$ cat src/hdl/ffha_ram.sv
// ----------------------------------------------------------------------------
// ffha_ram
// Generic single-clock RAM with one write port and one registered read port.
// ----------------------------------------------------------------------------
module ffha_ram #(
  parameter int WIDTH = 8,
  parameter int DEPTH = 16
) (
  input  logic                     clk_i,
  input  logic                     we_i,
  input  logic [$clog2(DEPTH)-1:0] waddr_i,
  input  logic [WIDTH-1:0]         wdata_i,
  input  logic                     re_i,
  input  logic [$clog2(DEPTH)-1:0] raddr_i,
  output logic [WIDTH-1:0]         rdata_o
);

  logic [WIDTH-1:0] mem_q [DEPTH];
  logic [WIDTH-1:0] rdata_q;

  // Write port.
  always_ff @(posedge clk_i) begin
    if (we_i) begin
      mem_q[waddr_i] <= wdata_i;
    end
  end

  // Registered read port.
  always_ff @(posedge clk_i) begin
    if (re_i) begin
      rdata_q <= mem_q[raddr_i];
    end
  end

  assign rdata_o = rdata_q;

endmodule

$ cat config.mk
export PLATFORM = sky130hd
export DESIGN_NAME = ffha_ram
export DESIGN_NICKNAME = d
export VERILOG_FILES = /design/src/hdl/ffha_ram.sv
export SDC_FILE = /design/constraint.sdc
export NUM_CORES = 1
export LEC_CHECK = 0
export BUFFER_PORTS_ARGS = -buffer_cell sky130_fd_sc_hd__buf_2
export CORE_UTILIZATION = 54
export DETAILED_ROUTE_END_ITERATION = 16
export PLACE_DENSITY_LB_ADDON = 0.05
export SLEW_MARGIN = 20
export SYNTH_ARGS = -nofsm -noshare
export SYNTH_HDL_FRONTEND = slang
export SYNTH_SLANG_ARGS = --single-unit
$ cat constraint.sdc
create_clock -name clk_i -period 1.5 [get_ports clk_i]
set_clock_uncertainty 0.1 [all_clocks]
set_input_delay 0.075 -clock clk_i [delete_from_list [all_inputs] [get_ports clk_i]]
set_output_delay 0.075 -clock clk_i [all_outputs]
set_load 0.005 [all_outputs]
# Word level (Yosys, flattened, before mapping)
# Memory sizes are Yosys's and may differ from the RTL's. A register that Yosys moved wholly into a read port is not among the register bits.
# Cells that the tools add are included.
# classes
n_mux	2
# ops
op	n
two-way mux 1 bit	2
# word_totals
regBits	0
mem_bits_rw	128
in_bits	19
elab_cells	3
memories	1
# mem_list
name	depth	width	read_ports	rd_clocked_by_memory_dff	write_ports	line	source
mem_q	16	8	1	1	1	18	logic [WIDTH-1:0] mem_q [DEPTH];

# Depth between registers and ports, before layout
# Gate-level depths: netlist of run 1.
# depth
word_depth	2
ltp_mapped	5

# Least setup slack after synthesis of run 1
# Ideal clock, no wire load.
# synth_timing
path_kind	input to register
startpoint	input waddr_i[2]
endpoint	memory mem_q[0][0], enable pin
setup_time_ns	0.383
arrival_ns	1.185
required_ns	1.017
slack_ns	-0.168
stages	2
path_buffers	0
cell_sequence	or3b_2 -> nor3_1
# synth_lines
element	line	source
start, declared	11	input logic [$clog2(DEPTH)-1:0] waddr_i,
end, declared	18	
# No word-level cell before the write port.

==> results of run 1 <==
==> report_power, final <==
part / total [mW] / internal (mW) / switching (mW)
registers: 4.31 / 4.28 / 0.0247
clock network: 3.78 / 2.22 / 1.56
logic: 0.430 / 0.205 / 0.225
==> synthesized netlist by cell type <==
cell type	n
clkdlybuf4s25_2	3
nand2_1	9
nand3b_1	2
or3b_2	1
buf_6	3
and2b_1	1
nor2b_1	1
nor2_1	13
and2_1	1
mux4_2	18
buf_2	3
nand3_1	1
mux4_1	14
edfxtp_1	136
nor3_1	4
buf_4	1
a22oi_1	16
nand2b_1	2
==> registers in the layout, indices dropped and copies added, names as in the netlist <==
name / flops
mem_q: 128
rdata_o: 8
==> worst max path at each step <==
stage / startpoint / end / cells after the start
after global placement: raddr_i[0] / rdata_o[0]$_DFFE_PP_ / 5
after global routing: mem_q[3][3]$_DFFE_PP_ / rdata_o[3]$_DFFE_PP_ / 3
after floorplan: raddr_i[0] / rdata_o[1]$_DFFE_PP_ / 5
after CTS: mem_q[3][6]$_DFFE_PP_ / rdata_o[6]$_DFFE_PP_ / 3
final: mem_q[3][6]$_DFFE_PP_ / rdata_o[6]$_DFFE_PP_ / 3
after detailed placement: raddr_i[0] / rdata_o[0]$_DFFE_PP_ / 5
==> routing by layer <==
layer / wire length [um] / share of wire
met1: 4170 / 0.44
met2: 4610 / 0.49
met3: 522 / 0.055
met4: 114 / 0.012
met5: 0 / 0
==> stage by stage <==
stage | utilization | hold WS [ns] | total power [mW] | instance area [um^2]
floorplan | - | 0.0739 | 4.59 | 5230
global placement | 0.606 | 0.344 | 4.77 | 5650
detailed placement | 0.606 | 0.346 | 4.78 | 5650
CTS | 0.674 | 0.0125 | 8.55 | 6290
global route | 0.674 | 0.0277 | 8.75 | 6290
finish | 0.674 | 0.0283 | 8.52 | 6290
==> worst min-delay path: stages <==
cell,delay [ns]
buf_2,0.15
nor3_2,0.06
buf_4,0.17
==> kinds of logic (layout without fill, tap and decap cells) <==
kind of cell	count (synthesis)	in the layout	share of synthesized area
buffers and inverters	10	89	0.0165
flip-flops	136	136	0.781
AND/OR/NAND/NOR	35	35	0.0314
multiplexers	32	32	0.148
AO/OA/AOI/OAI	16	16	0.0230
==> area by class of cell <==
type,count,area (um^2)
sequential,136,4080
fill,606,3040
multi-input combinational,83,1060
timing repair buffer,57,435
clock buffer,20,425
tap,129,161
clock inverter,12,120
==> timing repair <==
item                                    4_1_cts  5_1_grt
resized for setup                            10       11
endpoints found under the setup margin        6        8
hold buffers                                  9        0
pin swaps                                     4        3
endpoints found under the hold margin       136        0
==> flow_metrics.env, run 1 <==
export IMPL_grt_max_degree=17
export IMPL_clkSinkCount=136
export IMPL_holdPathStages=3
export IMPL_slew_limit_headroom=0.417
export IMPL_num_antenna_cells=0
export IMPL_wl_um=9420
export IMPL_wl_per_cell_um=21.5
export IMPL_cts_path_max_buffers=2
export IMPL_final_cell_mix="edfxtp_1 (136), mux4_2 (30), buf_2 (26)"
export IMPL_cp_max_fo=1
export IMPL_worstMarginPinSlew_ns=0.871
export IMPL_crit_path_cell_trace="mux4_2 > a22oi_2 > nand2_1"
export IMPL_r2r_end="rdata_o[6]$_DFFE_PP_"
export IMPL_min_period_over_period=1.00
export IMPL_violations="setup timing"
export IMPL_synth_cell_types=18
export IMPL_die_w_um=100
export IMPL_nNetsFinal=314
export IMPL_cp_required_ns=1.67
export IMPL_syn_avg_cell_area_um2=22.8
export IMPL_rsz0062_at_grt="true"
export IMPL_seq_area_frac_synth=0.781
export IMPL_crit_type="reg2reg"
export IMPL_vias_per_cell=5.53
export IMPL_clk_pin_slew_ns=0.06
export IMPL_worst_setup_path_end_kind="flop"
export IMPL_ioPinCount=27
export IMPL_area_growth_pct=20.3
export IMPL_dieArea_um2=10100
export IMPL_ant_nets=0
export IMPL_htreeDepth=4
export IMPL_dieHeight_um=100
export IMPL_min_from="waddr_i[0]"
export IMPL_fin_ws_ns=-0.00504
export IMPL_grtUsageMet1=0.290
export IMPL_rr_worst_depth=3
export IMPL_hold_viol=0
export IMPL_cap_violations=0
export IMPL_cts_tree="done"
export IMPL_slew_viol_final=0
export IMPL_drc=0
export IMPL_grt_pass1_wl_um=14400
export IMPL_r2r_slack_ns=-0.005
export IMPL_rows=35
export IMPL_fin_cells=437
export IMPL_place_gp_congestion=0.706
export IMPL_ys_warn_count=0
export IMPL_crit_path_start_kind="flop"
export IMPL_path_delay_family="multiplexers"
export IMPL_fin_tns_setup_ns=-0.00504
export IMPL_setup_violations_final=1
export IMPL_peakVddDrop_v=0.000886
export IMPL_critPathMaxStageDelay_ns=0.49
export IMPL_layout_commonest_cell="edfxtp_1"
export IMPL_synth_top_area_frac=0.781
export IMPL_synth_nets=248
export IMPL_final_layout_size_suffix_gt1_frac=0.383
export IMPL_core_um2=9330
export IMPL_first_iter_violations=106
export IMPL_groute_usage_overall=0.209
export IMPL_status="finished, violations left"
export IMPL_fmax_mhz=664
export IMPL_initial_core_util=0.560
export IMPL_dpl_worst_slack_ns=-0.281
export IMPL_clock_latency_ns=0.52
export IMPL_post_cts_buffers=0
export IMPL_synth_top_cell_by_area="edfxtp_1"
export IMPL_dr_pass1_iters=4
export IMPL_crit_buf_inv=0
export IMPL_power_leakage_nw=2.08
export IMPL_cts_made_buffers=17
export IMPL_hold_path_class="in2reg"
export IMPL_antenna_found_initial=0
export IMPL_critPathSlowestCell="mux4_2"
export IMPL_num_vias=2418
export IMPL_grt_pass1_vias=2531
export IMPL_grt_busiest_layer="met2"
export IMPL_hold_end="mem_q[0][3]$_DFFE_PP_"
export IMPL_use_met2=0.326
export IMPL_synth_area_um2=5230
export IMPL_yosys_top_cells_area="edfxtp_1 (78%), mux4_2 (7.8%), mux4_1 (7.0%)"
export IMPL_hpwl_um=6030
export IMPL_cp_arrival_ns=1.67
export IMPL_dp_cells=396
export IMPL_finalCriticalPeriod_ns=1.51
export IMPL_synthCells=229
export IMPL_io_buffer_count=26
export IMPL_synth_seq_cells=136
export IMPL_met3_usage=0.0536
export IMPL_rr_startpoint="mem_q[3][6]$_DFFE_PP_"
export IMPL_gr_total_overflow=0
export IMPL_powerDensity_nw_per_um2=1350
export IMPL_cts_root_buffer="clkbuf_8"
(Power assumes the default switching activity.)
==> run 2: changes to the inputs <==
CELL_PAD_IN_SITES_DETAIL_PLACEMENT = 0   (was unset)
CELL_PAD_IN_SITES_GLOBAL_PLACEMENT = 1   (was unset)
CORE_UTILIZATION = 48   (was 54)
==> flow_metrics.env, run 2 (synthesized netlist as in run 1, its figures left out) <==
export IMPL_largest_register_ffs=128
export IMPL_cts_tree="done"
export IMPL_final_cell_mix="edfxtp_1 (136), mux4_2 (29), buf_2 (26)"
export IMPL_violations="setup timing"
export IMPL_powerDensity_nw_per_um2=1390
export IMPL_worst_setup_path_end_kind="flop"
export IMPL_ant_nets=0
export IMPL_htreeDepth=4
export IMPL_wl_per_cell_um=23.9
export IMPL_hold_viol=0
export IMPL_cp_required_ns=1.65
export IMPL_worstMarginPinSlew_ns=0.922
export IMPL_slew_limit_headroom=0.383
export IMPL_num_fill_cells=785
export IMPL_use_met2=0.326
export IMPL_dp_cells=410
export IMPL_cts_root_buffer="clkbuf_8"
export IMPL_dieArea_um2=11300
export IMPL_power_leakage_nw=2.15
export IMPL_cp_arrival_ns=1.70
export IMPL_status="finished, violations left"
export IMPL_rsz0062_at_grt="true"
export IMPL_first_iter_violations=153
export IMPL_grtUsageMet1=0.311
export IMPL_antenna_found_initial=0
export IMPL_place_gp_congestion=0.745
export IMPL_clock_latency_ns=0.51
export IMPL_layout_commonest_cell="edfxtp_1"
export IMPL_path_delay_family="multiplexers"
export IMPL_cap_violations=0
export IMPL_fin_ws_ns=-0.0464
export IMPL_grt_max_degree=19
export IMPL_regMostFlops="mem_q"
export IMPL_num_antenna_cells=0
export IMPL_crit_path_start_kind="flop"
export IMPL_drc=0
export IMPL_grt_pass1_vias=2661
export IMPL_nNetsFinal=321
export IMPL_vias_per_cell=5.60
export IMPL_hold_path_class="in2reg"
export IMPL_critPathMaxStageDelay_ns=0.49
export IMPL_groute_usage_overall=0.217
export IMPL_cts_made_buffers=17
export IMPL_critPathSlowestCell="mux4_2"
export IMPL_grt_busiest_layer="met2"
export IMPL_crit_path_cell_trace="mux4_2 > a22oi_2 > nand2_1"
export IMPL_finalCriticalPeriod_ns=1.55
export IMPL_final_layout_size_suffix_gt1_frac=0.381
export IMPL_clkSinkCount=136
export IMPL_setup_violations_final=6
export IMPL_crit_buf_inv=0
export IMPL_dr_pass1_iters=4
export IMPL_slew_viol_final=0
export IMPL_hpwl_um=6880
export IMPL_utilization=0.611
export IMPL_clk_pin_slew_ns=0.06
export IMPL_wl_um=10800
export IMPL_met3_usage=0.0576
export IMPL_initial_core_util=0.500
export IMPL_peakVddDrop_v=0.000849
export IMPL_die_w_um=106
export IMPL_cp_max_fo=1
export IMPL_grt_pass1_wl_um=16500
export IMPL_finalPower_mw=8.87
export IMPL_cts_path_max_buffers=2
export IMPL_fin_tns_setup_ns=-0.122
export IMPL_min_period_over_period=1.03
export IMPL_fin_cells=451
export IMPL_core_um2=10500
export IMPL_ioPinCount=27
export IMPL_gr_total_overflow=0
export IMPL_num_vias=2526
export IMPL_area_growth_pct=22.3
export IMPL_io_buffer_count=26
export IMPL_dieHeight_um=106
export IMPL_rows=37
export IMPL_crit_type="reg2reg"
export IMPL_fmax_mhz=647
run 2: final timing paths:
path | startpoint | endpoint | slack [ns] | cells past startpoint
max | mem_q[3][2]$_DFFE_PP_ | rdata_o[2]$_DFFE_PP_ | -0.05 | 3
min | waddr_i[1] | mem_q[4][1]$_DFFE_PP_ | 0.04 | 3
max reg2reg | mem_q[3][2]$_DFFE_PP_ | rdata_o[2]$_DFFE_PP_ | -0.05 | 3
min reg2reg | mem_q[15][5]$_DFFE_PP_ | rdata_o[5]$_DFFE_PP_ | 0.66 | 3
run 2: per-stage QoR:
stage / instance area, um^2 / hold slack, ns / setup slack (ns)
2_1_floorplan: 5230 / 0.0739 / 0.0426
6_report: 6390 / 0.0367 / -0.0464
3_5_place_dp: 5710 / 0.336 / -0.325
3_3_place_gp: 5710 / 0.340 / -0.319
5_1_grt: 6390 / 0.0280 / -0.0662
4_1_cts: 6400 / 0.0165 / -0.0399
run 2: metal layers:
layer	up-vias	part of all wire
li1	1118	-
met5	-	0
met3	12	0.055
met2	89	0.48
met4	0	0.014
met1	1307	0.45
run 2: area by class of cell:
| cell class | instances | area, um^2 | area share |
|---|---|---|---|
| Sequential cell | 136 | 4080 | 0.639 |
| Multi-Input combinational cell | 83 | 1070 | 0.167 |
| Timing Repair Buffer | 64 | 488 | 0.0763 |
| Clock buffer | 20 | 425 | 0.0665 |
| Tap cell | 136 | 170 | 0.0266 |
| Clock inverter | 12 | 156 | 0.0245 |
run 2: where the power goes:
group | internal (mW) | switching (mW)
Combinational | 0.218 | 0.261
Sequential | 4.28 | 0.0224
Clock | 2.66 | 1.42
run 2: what timing repair did:
item | CTS | global route
setup buffers | 0 | 0
pin swaps | 12 | 3
endpoints found under the setup margin | 8 | 8
hold endpoints to repair | 136 | 0
gates resized for setup | 16 | 5
hold buffers | 9 | 0
run 2: worst min-delay path: cells and delay by family:
| kind | cells | cell delay, ns |
|---|---|---|
| buffers and inverters | 2 | 0.32 |
| and+or+nand+nor | 1 | 0.07 |
