`src/hdl/ffha_pkg.sv`:
```
// ----------------------------------------------------------------------------
// ffha_pkg
// Shared constants, codes and controller/datapath handshake types for the
// first-fit heap allocator.
// ----------------------------------------------------------------------------
package ffha_pkg;

  // Heap geometry.
  localparam int HEAP_WORDS = 4096;
  localparam int WORD_BYTES = 4;
  localparam int ADDR_W     = $clog2(HEAP_WORDS);
  localparam int LEN_W      = ADDR_W + 1;
  localparam int HDR_W      = LEN_W + 1;

  // Widths fixed by the request and result fields.
  localparam int CMD_W     = 2;
  localparam int COUNT_W   = 14;
  localparam int ETYPE_W   = 2;
  localparam int OFF_W     = 12;
  localparam int WORDS_W   = 14;
  localparam int FREE_W    = 12;
  localparam int BLK_W     = 13;
  localparam int CMP_W     = (LEN_W > WORDS_W) ? LEN_W : WORDS_W;
  localparam int BYTES_W   = COUNT_W + $clog2(WORD_BYTES) + 1;
  localparam int WSHIFT    = $clog2(WORD_BYTES);

  // Header of the single free block that fills the heap after reset.
  localparam logic [HDR_W-1:0] HDR_RESET = {LEN_W'(HEAP_WORDS), 1'b0};

  // Stream payload widths, padded to whole bytes.
  localparam int IN_DATA_W  = ((COUNT_W + ETYPE_W + OFF_W + 7) / 8) * 8;
  localparam int OUT_DATA_W = ((OFF_W + FREE_W + BLK_W + 7) / 8) * 8;

  // Command codes.
  typedef enum logic [CMD_W-1:0] {
    OP_ALLOC    = 2'd0,
    OP_FREE     = 2'd1,
    OP_COALESCE = 2'd2,
    OP_NOP      = 2'd3
  } ffha_op_e;

  // Controller to datapath commands.
  typedef struct packed {
    logic accept;
    logic rd_en;
    logic eval;
    logic split_wr;
    logic finish;
  } ffha_cmd_t;

  // Datapath to controller status.
  typedef struct packed {
    logic skip;
    logic walk_done;
    logic do_split;
    logic out_busy;
  } ffha_status_t;

endpackage

```
`src/hdl/ffha_ctrl.sv`:
```
// ----------------------------------------------------------------------------
// ffha_ctrl
// Sequencer for the allocator: takes a request, steps the header walk one
// memory read at a time and hands the result to the output register.
// ----------------------------------------------------------------------------
module ffha_ctrl
  import ffha_pkg::*;
(
  input  logic         clk_i,
  input  logic         rst_ni,
  input  logic         in_valid_i,
  output logic         in_ready_o,
  input  ffha_status_t status_i,
  output ffha_cmd_t    cmd_o
);

  typedef enum logic [4:0] {
    S_IDLE  = 5'b00001,
    S_READ  = 5'b00010,
    S_EVAL  = 5'b00100,
    S_SPLIT = 5'b01000,
    S_DONE  = 5'b10000
  } state_e;

  state_e state_q, state_d;

  // State register.
  always_ff @(posedge clk_i or negedge rst_ni) begin
    if (!rst_ni) begin
      state_q <= S_IDLE;
    end else begin
      state_q <= state_d;
    end
  end

  // Next state and commands.
  always_comb begin
    state_d    = state_q;
    cmd_o      = '0;
    in_ready_o = 1'b0;
    unique case (state_q)
      S_IDLE: begin
        in_ready_o = 1'b1;
        if (in_valid_i) begin
          cmd_o.accept = 1'b1;
          state_d      = S_READ;
        end
      end
      S_READ: begin
        if (status_i.skip) begin
          state_d = S_DONE;
        end else begin
          cmd_o.rd_en = 1'b1;
          state_d     = S_EVAL;
        end
      end
      S_EVAL: begin
        cmd_o.eval = 1'b1;
        if (status_i.walk_done) begin
          state_d = status_i.do_split ? S_SPLIT : S_DONE;
        end else begin
          state_d = S_READ;
        end
      end
      S_SPLIT: begin
        cmd_o.split_wr = 1'b1;
        state_d        = S_DONE;
      end
      S_DONE: begin
        if (!status_i.out_busy) begin
          cmd_o.finish = 1'b1;
          state_d      = S_IDLE;
        end
      end
      default: begin
        state_d = S_IDLE;
      end
    endcase
  end

endmodule

```
`config.mk`:
```
export PLATFORM = sky130hd
export DESIGN_NAME = ffha_ctrl
export DESIGN_NICKNAME = d
export VERILOG_FILES = /design/src/hdl/ffha_pkg.sv /design/src/hdl/ffha_ctrl.sv
export SDC_FILE = /design/constraint.sdc
export NUM_CORES = 1
export LEC_CHECK = 0
export ABC_AREA = 1
export BUFFER_PORTS_ARGS = -buffer_cell sky130_fd_sc_hd__clkbuf_2
export CAP_MARGIN = 20
export CORE_AREA = 2 2 39 41
export CTS_CLUSTER_DIAMETER = 50
export CTS_CLUSTER_SIZE = 25
export DETAILED_ROUTE_END_ITERATION = 16
export DIE_AREA = 0 0 41 43
export GPL_TIMING_DRIVEN = 0
export MAX_ROUTING_LAYER = met4
export PLACE_DENSITY = 0.56
export REMOVE_ABC_BUFFERS = 1
export SLEW_MARGIN = 20
export SYNTH_ARGS = -nofsm -noshare
export SYNTH_HDL_FRONTEND = slang
export SYNTH_SLANG_ARGS = --single-unit
export TNS_END_PERCENT = 1
```
`constraint.sdc`:
```
create_clock -name clk_i -period 2 [get_ports clk_i]
set_clock_uncertainty 0.2 [all_clocks]
set_input_delay 0.1 -clock clk_i [delete_from_list [all_inputs] [get_ports clk_i]]
set_output_delay 0.1 -clock clk_i [all_outputs]
set_load 0.01 [all_outputs]
```
Word-level counts from Yosys, hierarchy flattened

Cells that the tools add are included.
W data, S select, Z words.

Equality and inequality tests: 7
Muxes and demuxes: 15
Reduce and logical (&&, ||, !) cells: 1

Operators with widths:

| kind                 | count |
|---|---|
| $mux W5              | 5 |
| $pmux W5 S5          | 1 |
| $mux W1              | 9 |
| $eq A5 B1 Y1 const B | 1 |
| $eq A5 B2 Y1 const B | 1 |
| $eq A5 B3 Y1 const B | 1 |
| $eq A5 B4 Y1 const B | 1 |
| $eq A5 B5 Y1 const B | 1 |
| $ne A2 B2 Y1 const B | 2 |
| $reduce_and A2 Y1    | 1 |

Bits in registers: 5
Bits of input ports: 7
Output and inout bits: 6
Logic and storage cells: 24

Longest topological paths before layout

Gate-level depths: netlist of the first run.

Depth after elaboration: 3
Gate-level depth with buffers: 7
Depth with buffers taken out: 7

Worst setup path after synthesis of the first run

Ideal clock, no wire load.

Path type: reg-to-reg
Start point: register state_q[0]
End point: register state_q[0]
Setup time: 0.077 ns
Data arrival time: 0.974 ns
Data required time: 1.723 ns
Setup slack: 0.749 ns
Stages on the path, launching flop included: 8
Buffers on the path: 0
Clock period less this slack: 1.251 ns
Path through: dfstp_2 inv_2 nor2_2 nand4_1 nand2_1 inv_1 nand2_1 nand2_1

Cells in the longest elaborated chain, start to end: 3
Elaborated cells between the ends (all ways): 9
Those cells by class: 7 x eq/ne; 1 x mux; 1 x reduce/logical

RTL lines:

| what                                         | line            | source |
|---|---|---|
| start, declared                              | ffha_ctrl.sv:25 | `state_e state_q, state_d;` |
| start signal, assigned                       | ffha_ctrl.sv:32 | `state_q <= state_d;` |
| $eq A5 B5 Y1 or $eq A5 B1 Y1 (tied branches) | ffha_ctrl.sv:41 | `unique case (state_q)` |
| $ne A2 B2 Y1 (no line)                       | n/a             |  |
| $reduce_and A2 Y1 (no line)                  | n/a             |  |

Several ways; a longest one is shown, not always the timed one.
A chain may end at the register's enable or synchronous reset.

==> results of run 1 <==
==> how the worst max path moves through the flow <==
stage / startpoint / endpoint / slack, ns / cells past startpoint
6_report: state_q[0]$_DFFE_PN1P_ / cmd_o[4] / 0.42 / 5
5_1_grt: state_q[0]$_DFFE_PN1P_ / cmd_o[4] / 0.33 / 5
4_1_cts: state_q[0]$_DFFE_PN1P_ / cmd_o[4] / 0.40 / 5
3_5_place_dp: state_q[0]$_DFFE_PN1P_ / cmd_o[4] / 0.67 / 5
3_3_place_gp: state_q[0]$_DFFE_PN1P_ / state_q[0]$_DFFE_PN1P_ / 0.67 / 7
2_1_floorplan: state_q[0]$_DFFE_PN1P_ / state_q[0]$_DFFE_PN1P_ / 0.75 / 7
==> layout by cell type, fill, tap and decap left out <==
cell type      count
nand4_1            4
dlygate4sd3_1      6
nand3_1            3
dfstp_2            1
clkbuf_2          12
inv_1              8
nand3_2            2
nor2_1             9
nor2_4             1
nand2_2            1
clkbuf_4           3
dfrtp_1            4
nor2_2             3
inv_2              2
clkbuf_1           1
clkinv_2           1
nand2_1            7
a21oi_1            1
==> through the flow <==
stage	util (%)	total power, mW	cells	worst slack, ns	cell area [µm²]
2_1_floorplan	-	0.338	47	0.749	330
3_3_place_gp	29.7	0.400	75	0.675	410
3_5_place_dp	29.7	0.403	75	0.671	410
4_1_cts	35.9	0.537	85	0.404	497
5_1_grt	35.9	0.569	85	0.331	497
6_report	35.9	0.528	85	0.419	497
==> routing by layer <==
layer | part of all wire [%] | up-vias
met5 | 0 | -
li1 | - | 189
met4 | 4.9 | 0
met3 | 6.6 | 5
met2 | 45 | 13
met1 | 44 | 161
==> power breakdown <==
| part | internal [mW] | switching (mW) |
|---|---|---|
| Combinational | 0.0931 | 0.147 |
| Clock | 0.0754 | 0.0419 |
| Sequential | 0.140 | 0.0311 |
==> layout make-up <==
class,instances,area (µm²)
fillers,156,887
multi-input cells,31,161
flip-flops and latches,5,126
repair buffers,18,120
inverters,11,42.5
clock buffers,4,26.3
well taps,16,20.0
==> kinds of logic after synthesis <==
kind of cell / after synthesis / share of synthesized area (%)
AOI/OAI and AO/OA: 1 / 1.48
buffers and inverters: 12 / 14.8
DFF: 5 / 37.4
and+or+nand+nor: 30 / 46.3
==> timing repair <==
item / 4_1_cts / 5_1_grt
buffers inserted: 0 / 0
endpoints found under the hold margin: 10 / 0
gates resized for setup: 0 / 0
hold buffers: 6 / 0
==> results.py, run 1 <==
metrics = {
    "run_status": {
        "status": "finished clean",
    },
    "critical_path": {
        "cp.arrival_ns": 1.28,
        "required_ns": 1.70,
        "path_class": "flip-flop to primary output",
        "crit_path_top_delay_cell": "dfstp_2",
        "r2r-end": "state_q[0]$_DFFE_PN1P_",
        "worstPathCellList": "inv_2 > nor2_2 > nand3_2 > nor2_1 > clkbuf_2",
        "cpLargestDelayFamily": "flip-flops",
        "path_buf_inv": 2,
        "cp-start-kind": "flip-flop",
        "cp_slowest_stage_delay_ns": 0.55,
        "endpoint_kind": "primary output",
        "reg2reg_slack_ns": 0.68,
        "r2r-start": "state_q[0]$_DFFE_PN1P_",
        "crit_path_max_fanout": 4,
        "reg2regPathDepth": 7,
    },
    "sta": {
        "tightest_slew_ns": 0.191,
        "maxClockFrequency_mhz": 633,
        "setup_viol": 0,
        "final_max_slew_viol_count": 0,
        "rsz0062_at_grt": "no",
        "max_slew_margin_pct": 87.2,
        "fin_crit_ns": 1.58,
        "fin_crit_sh_pct": 79.0,
        "whs_ns": 0.0181,
        "hold_viol_final": 0,
        "fin_tns_setup_ns": 0,
    },
    "floorplanning": {
        "start_util_pct": 24.4,
        "rows": 14,
        "dieHeight_um": 43,
        "core-area_um2": 1380,
        "ios": 13,
        "die_area_um2": 1760,
        "die_x_um": 41,
    },
    "drt": {
        "num_vias": 368,
        "wl_um": 762,
        "wl_per_cell_um": 8.96,
        "drt_iter0_markers": 8,
        "route.detailed.drc": 0,
        "vias_per_cell": 4.33,
        "first_pass_iters": 4,
        "ant_nets": 0,
    },
    "placement": {
        "place.detailed.hpwl_um": 568,
        "io_buffer_count": 12,
        "gp_congestion": 0.751,
    },
    "global_routing": {
        "met1_usage_pct": 12.5,
        "grt-ovfl-total": 0,
        "antenna_found_initial": 0,
        "globalRouteMet2Util_pct": 14.7,
        "grt_max_degree": 7,
        "grt_pass1_vias": 324,
        "busiest_layer": "met2",
        "grt_usage_pct": 11.3,
        "grt_pass1_wl_um": 1210,
        "grt_use_met3_pct": 3.14,
    },
    "clocking": {
        "clk_latency_ns": 0.24,
        "cts_num_sinks": 5,
        "clkTransAtPathRegs_ns": 0.04,
        "cts_root_buffer": "clkbuf_4",
        "cts_tree": "yes",
        "clockBufferDepth": 2,
        "htree_levels": 1,
        "cts_made_buffers": 3,
    },
    "cells_and_area": {
        "final_nets": 77,
        "regMostFlops": "state_q",
        "num_antenna_cells": 0,
        "largest_reg_flops": 5,
        "reg.largest.list": "state_q x5",
        "syn_to_final_growth_pct": 47.0,
        "drive_above_1_share_pct": 37.7,
    },
    "run": {
        "drv_cap": 0,
    },
    "synth": {
        "ys_seq_area_share_pct": 37.4,
        "yosysTopAreaCellShare_pct": 29.6,
        "synth_edf_count": 0,
        "yosysMostFrequentCell": "nor2_1",
        "ys_warn_count": 0,
        "synth.area.top_cells": "dfrtp_1 30%, nor2_1 10%, inv_1 8.9%",
        "ys_types": 15,
        "synthCells": 48,
        "ys.flop_type": "dfrtp_1",
        "netlist_area_um2": 338,
        "avgSynthCellArea_um2": 7.04,
        "yosysTopAreaCell": "dfrtp_1",
        "async_flop_share_pct": 100,
        "synth_commonest_cells": "9 x nor2_1, 8 x inv_1, 7 x nand2_1",
        "synth.ff_latch_count": 5,
    },
    "pwr": {
        "powerDensity_nw_per_um2": 1060,
        "peakVddDrop_mv": 0.465,
        "leakage_nw": 0.281,
    },
    "worst_hold_path": {
        "min_path_type": "primary input to async pin",
    },
}
Note: power is estimated with default switching activity, not from simulation.
==> run 2, diff against run 1 <==
Clock period 2 ns to 1.6 ns, I/O delays scaled along.
==> run 2 against run 1 <==
  * Register-to-register slack lost 0.60 ns
  * Sequential share of layout area is 2.2 points lower
  * Total power up 41%
  * Combinational power up 58%
  * Clock power rose by 27%
  * First-iteration DRC count rose to 3.0 times the previous value
  * Count of clock-buffer cells in the layout is the same
  * Cell count increased by 4.7%
  * Critical path depth unchanged
  * Critical path type unchanged
  * Largest power group unchanged
==> results.py, run 2 (synthesis gave the netlist of run 1 again) <==
metrics = {
    "drt": {
        "wl_per_cell_um": 9.38,
        "wl_um": 835,
        "ant_nets": 0,
        "first_pass_iters": 4,
        "drt_iter0_markers": 24,
        "num_vias": 389,
        "route.detailed.drc": 0,
        "vias_per_cell": 4.37,
    },
    "floorplanning": {
        "core-area_um2": 1380,
        "rows": 14,
        "die_x_um": 41,
        "dieHeight_um": 43,
        "die_area_um2": 1760,
        "ios": 13,
        "start_util_pct": 24.4,
    },
    "sta": {
        "setup_ws_ns": 0.0811,
        "maxClockFrequency_mhz": 658,
        "rsz0062_at_grt": "yes",
        "setup_viol": 0,
        "whs_ns": 0.127,
        "hold_viol_final": 0,
        "fin_crit_sh_pct": 94.9,
        "fin_tns_setup_ns": 0,
        "final_max_slew_viol_count": 0,
        "fin_crit_ns": 1.52,
        "max_slew_margin_pct": 86.1,
        "tightest_slew_ns": 0.208,
    },
    "clocking": {
        "htree_levels": 1,
        "cts_made_buffers": 3,
        "clkTransAtPathRegs_ns": 0.04,
        "clockBufferDepth": 2,
        "cts_root_buffer": "clkbuf_4",
        "cts_tree": "yes",
        "clk_latency_ns": 0.25,
        "cts_num_sinks": 5,
    },
    "critical_path": {
        "reg2regPathDepth": 9,
        "r2r-start": "state_q[0]$_DFFE_PN1P_",
        "cp-start-kind": "flip-flop",
        "crit_path_max_fanout": 3,
        "endpoint_kind": "primary output",
        "path_class": "flip-flop to primary output",
        "reg2reg_slack_ns": 0.08,
        "required_ns": 1.32,
        "r2r-end": "state_q[0]$_DFFE_PN1P_",
        "cp.arrival_ns": 1.24,
    },
    "cells_and_area": {
        "utilization_pct": 39.3,
        "drive_above_1_share_pct": 41.1,
        "final_cell_area_um2": 544,
        "largest_reg_flops": 5,
        "num_antenna_cells": 0,
        "final_common_cell": "clkbuf_2",
        "instances_no_fill": 89,
        "syn_to_final_growth_pct": 61.1,
        "reg.largest.list": "state_q x5",
        "layout_common_cells": "11 x clkbuf_2, 8 x inv_1, 8 x nor2_1, 8 x dlygate4sd3_1, 7 x nand2_1",
        "final_nets": 81,
        "regMostFlops": "state_q",
    },
    "global_routing": {
        "grt_usage_pct": 11.9,
        "grt_pass1_vias": 345,
        "antenna_found_initial": 0,
        "grt-ovfl-total": 0,
        "grt_pass1_wl_um": 1300,
        "grt_max_degree": 7,
    },
    "pwr": {
        "leakage_nw": 0.301,
        "total_power_uw": 744,
        "peakVddDrop_mv": 0.636,
        "powerDensity_nw_per_um2": 1370,
    },
    "worst_hold_path": {
        "min_path_type": "primary input to async pin",
    },
    "placement": {
        "io_buffer_count": 12,
        "place.detailed.hpwl_um": 568,
        "placed_cell_area_um2": 410,
        "gp_congestion": 0.751,
        "place_ws_ns": 0.278,
        "dp_cells": 75,
    },
    "run": {
        "drv_cap": 0,
    },
    "run_status": {
        "status": "finished clean",
    },
}
[run 2: cell count changes in the layout (fill, tap and decap cells not counted)]
cell	previous run	this run
buf_4	0	2
dlygate4sd3_1	6	8
buf_2	0	1
clkbuf_2	12	11
nand3_1	3	2
nand3_2	2	3
nor2_1	9	8
nor2_4	1	2
[run 2: worst max path at each step]
stage,slack [ns],from,depth (start not counted),endpoint
floorplan,0.35,state_q[0]$_DFFE_PN1P_,7,state_q[0]$_DFFE_PN1P_
global placement,0.27,state_q[0]$_DFFE_PN1P_,7,state_q[0]$_DFFE_PN1P_
detailed placement,0.28,state_q[0]$_DFFE_PN1P_,7,state_q[0]$_DFFE_PN1P_
CTS,0.02,state_q[0]$_DFFE_PN1P_,5,cmd_o[4]
global route,-0.01,state_q[1]$_DFFE_PN0P_,5,cmd_o[3]
finish,0.08,state_q[0]$_DFFE_PN1P_,5,cmd_o[4]
[run 2: metal layers]
| metal | part of all wire (%) | routed length (µm) | vias up | track usage, % |
|---|---|---|---|---|
| li1 | - | - | 198 | - |
| met1 | 38 | 316 | 167 | 13.5 |
| met2 | 48 | 401 | 19 | 15.6 |
| met3 | 9.3 | 78 | 5 | 3.14 |
| met4 | 4.6 | 38 | 0 | 12.0 |
| met5 | 0 | 0 | - | - |
[run 2: final cells by class]
class,count,area [µm²]
Sequential cell,5,126
Timing Repair Buffer,22,155
Fill cell,151,840
Tap cell,16,20.0
Inverter,11,42.5
Clock buffer,4,26.3
Multi-Input combinational cell,31,174
[run 2: worst max-delay path, stage by stage, from the launching register on]
cell	delay, ns
dfstp_2	0.55
inv_2	0.05
nor2_4	0.08
nand3_2	0.10
nor2_2	0.09
buf_2	0.13
[run 2: where the power goes]
group	internal (mW)	switching [mW]
clock network	0.0944	0.0543
registers	0.175	0.0424
logic	0.170	0.209
[run 2: what timing repair did]
item / in CTS / in global routing
hold buffers: 8 / 0
buffers inserted: 0 / 2
endpoints found under the hold margin: 10 / 0
gates resized for setup: 0 / 4
endpoints found under the setup margin: 0 / 2
==> run 3, diff against run 2 <==
==> constraint.sdc (replaced) <==
create_clock -name clk_i -period 1.6 [get_ports clk_i]
set_clock_uncertainty 0.2 [all_clocks]
set_input_delay 0.32 -clock clk_i [delete_from_list [all_inputs] [get_ports clk_i]]
set_output_delay 0.32 -clock clk_i [all_outputs]
set_load 0.01 [all_outputs]
==> run 3 against run 2 <==
  * The flow now finishes with violations (setup timing)
  * Maximum frequency down 14%
  * Clock power about the same
  * Wire length down 13%
  * Global-route usage down 1.1 points
  * Die area unchanged
  * Sequential share of layout area up 4.0 points
  * Non-clock buffer count down 8
  * Largest power group unchanged
  * Highest routed layer unchanged
==> results.py, run 3 (synthesis gave the netlist of run 1 again) <==
metrics = {
    "critical_path": {
        "required_ns": 1.08,
        "crit_top_cell": "nor2_2",
        "path_class": "flip-flop to primary output",
        "cp_slowest_stage_delay_ns": 0.55,
        "cp.arrival_ns": 1.25,
        "cpLargestDelayFamily": "flip-flops",
        "endpoint_kind": "primary output",
        "worstPathCellList": "inv_2 > nor2_2 > nand3_2 > nor2_2 > buf_2",
        "cp-start-kind": "flip-flop",
        "crit_path_top_delay_cell": "dfstp_2",
        "path_buf_inv": 2,
        "crit_path_max_fanout": 3,
    },
    "floorplanning": {
        "die_area_um2": 1760,
        "start_util_pct": 24.4,
        "dieHeight_um": 43,
        "ios": 13,
        "rows": 14,
        "core-area_um2": 1380,
        "die_x_um": 41,
    },
    "run": {
        "drv_cap": 0,
    },
    "sta": {
        "setup_viol": 6,
        "fin_crit_sh_pct": 111,
        "whs_ns": 0.0756,
        "fin_crit_ns": 1.77,
        "max_slew_margin_pct": 86.1,
        "rsz0062_at_grt": "yes",
        "tightest_slew_ns": 0.209,
        "maxClockFrequency_mhz": 564,
        "fin_tns_setup_ns": -0.800,
        "setup_ws_ns": -0.175,
        "hold_viol_final": 0,
        "final_max_slew_viol_count": 0,
    },
    "run_status": {
        "status": "finished, violations left",
        "violations": "setup timing",
    },
    "clocking": {
        "cts_made_buffers": 3,
        "htree_levels": 1,
        "clkTransAtPathRegs_ns": 0.04,
        "clockBufferDepth": 2,
        "cts_tree": "yes",
        "clk_latency_ns": 0.25,
        "cts_root_buffer": "clkbuf_4",
        "cts_num_sinks": 5,
    },
    "cells_and_area": {
        "final_nets": 73,
        "syn_to_final_growth_pct": 37.4,
        "nFillCells": 157,
        "layout_common_cells": "10 x clkbuf_2, 8 x inv_1, 7 x nor2_1, 7 x nand2_1, 5 x nor2_2",
        "num_antenna_cells": 0,
        "regMostFlops": "state_q",
        "regArea_um2": 126,
        "drive_above_1_share_pct": 46.2,
        "reg.largest.list": "state_q x5",
        "multi_input_area_um2": 171,
        "final_common_cell": "clkbuf_2",
        "largest_reg_flops": 5,
    },
    "drt": {
        "wl_per_cell_um": 9.00,
        "vias_per_cell": 4.26,
        "wl_um": 729,
        "num_vias": 345,
        "ant_nets": 0,
        "first_pass_iters": 4,
        "route.detailed.drc": 0,
        "drt_iter0_markers": 5,
    },
    "worst_hold_path": {
        "min_path_type": "primary input to flip-flop",
    },
    "global_routing": {
        "grt_pass1_vias": 303,
        "grt-ovfl-total": 0,
        "grt_pass1_wl_um": 1140,
        "antenna_found_initial": 0,
        "grt_usage_pct": 10.8,
        "grt_max_degree": 7,
    },
    "pwr": {
        "leakage_nw": 0.268,
        "peakVddDrop_mv": 0.604,
        "powerDensity_nw_per_um2": 1490,
        "total_power_uw": 690,
    },
    "placement": {
        "place.detailed.hpwl_um": 568,
        "gp_congestion": 0.751,
        "io_buffer_count": 12,
    },
}
[run 3: cell types whose count changed in the layout (fill, tap and decap cells not counted), sizes merged]
cell         before  now
dlygate4sd3       8    1
clkbuf           15   14
[run 3: stage by stage]
stage | setup WS (ns) | area, µm² | std cells | util (%)
after floorplan | 0.151 | 330 | 47 | -
after detailed placement | 0.0511 | 410 | 75 | 29.7
final | -0.175 | 464 | 81 | 33.5
after global placement | 0.0581 | 410 | 75 | 29.7
after CTS | -0.198 | 454 | 81 | 32.8
after global routing | -0.242 | 464 | 81 | 33.5
[run 3: layout make-up]
class	count	area share, %
Multi-Input combinational cell	31	36.9
Inverter	11	9.16
Tap cell	16	4.31
Timing Repair Buffer	14	16.7
Sequential cell	5	27.2
Clock buffer	4	5.66
[run 3: worst paths after layout]
kind	startpoint	to	slack (ns)	depth (start not counted)
setup / recovery	state_q[0]$_DFFE_PN1P_	cmd_o[4]	-0.17	5
hold / removal	status_i[3]	state_q[2]$_DFFE_PN0P_	0.08	2
setup reg to reg	state_q[0]$_DFFE_PN1P_	state_q[0]$_DFFE_PN1P_	0.19	8
hold reg to reg	state_q[0]$_DFFE_PN1P_	state_q[0]$_DFFE_PN1P_	0.40	4
max in group asynchronous	rst_ni	state_q[0]$_DFFE_PN1P_	0.74	2
min in group asynchronous	rst_ni	state_q[1]$_DFFE_PN0P_	0.24	2
[run 3: layer usage]
| metal | wire length, µm | GRT usage (%) |
|---|---|---|
| met1 | 308 | 11.8 |
| met2 | 324 | 13.8 |
| met3 | 59 | 3.14 |
| met4 | 37 | 12.0 |
| met5 | 0 | - |
[run 3: power breakdown]
part           internal (mW)  switching (mW)
combinational          0.136           0.193
sequential             0.175          0.0387
clock                 0.0944          0.0533
total                  0.405           0.285
[run 3: worst reg2reg max path, cell delays in order, from the launching register on]
cell,delay [ns]
dfstp_2,0.55
inv_2,0.04
nor2_2,0.10
nand3_2,0.11
buf_4,0.16
nand2_1,0.05
nor2_1,0.04
nand2_1,0.05
nand2_1,0.04
[run 3: timing repair]
item                                    CTS  global route
hold endpoints to repair                  5             0
buffers inserted                          1             0
resized for setup                         0             5
gates cloned                              0             0
endpoints found under the setup margin    6             6
pin swaps                                 0             2
hold buffers                              1             0
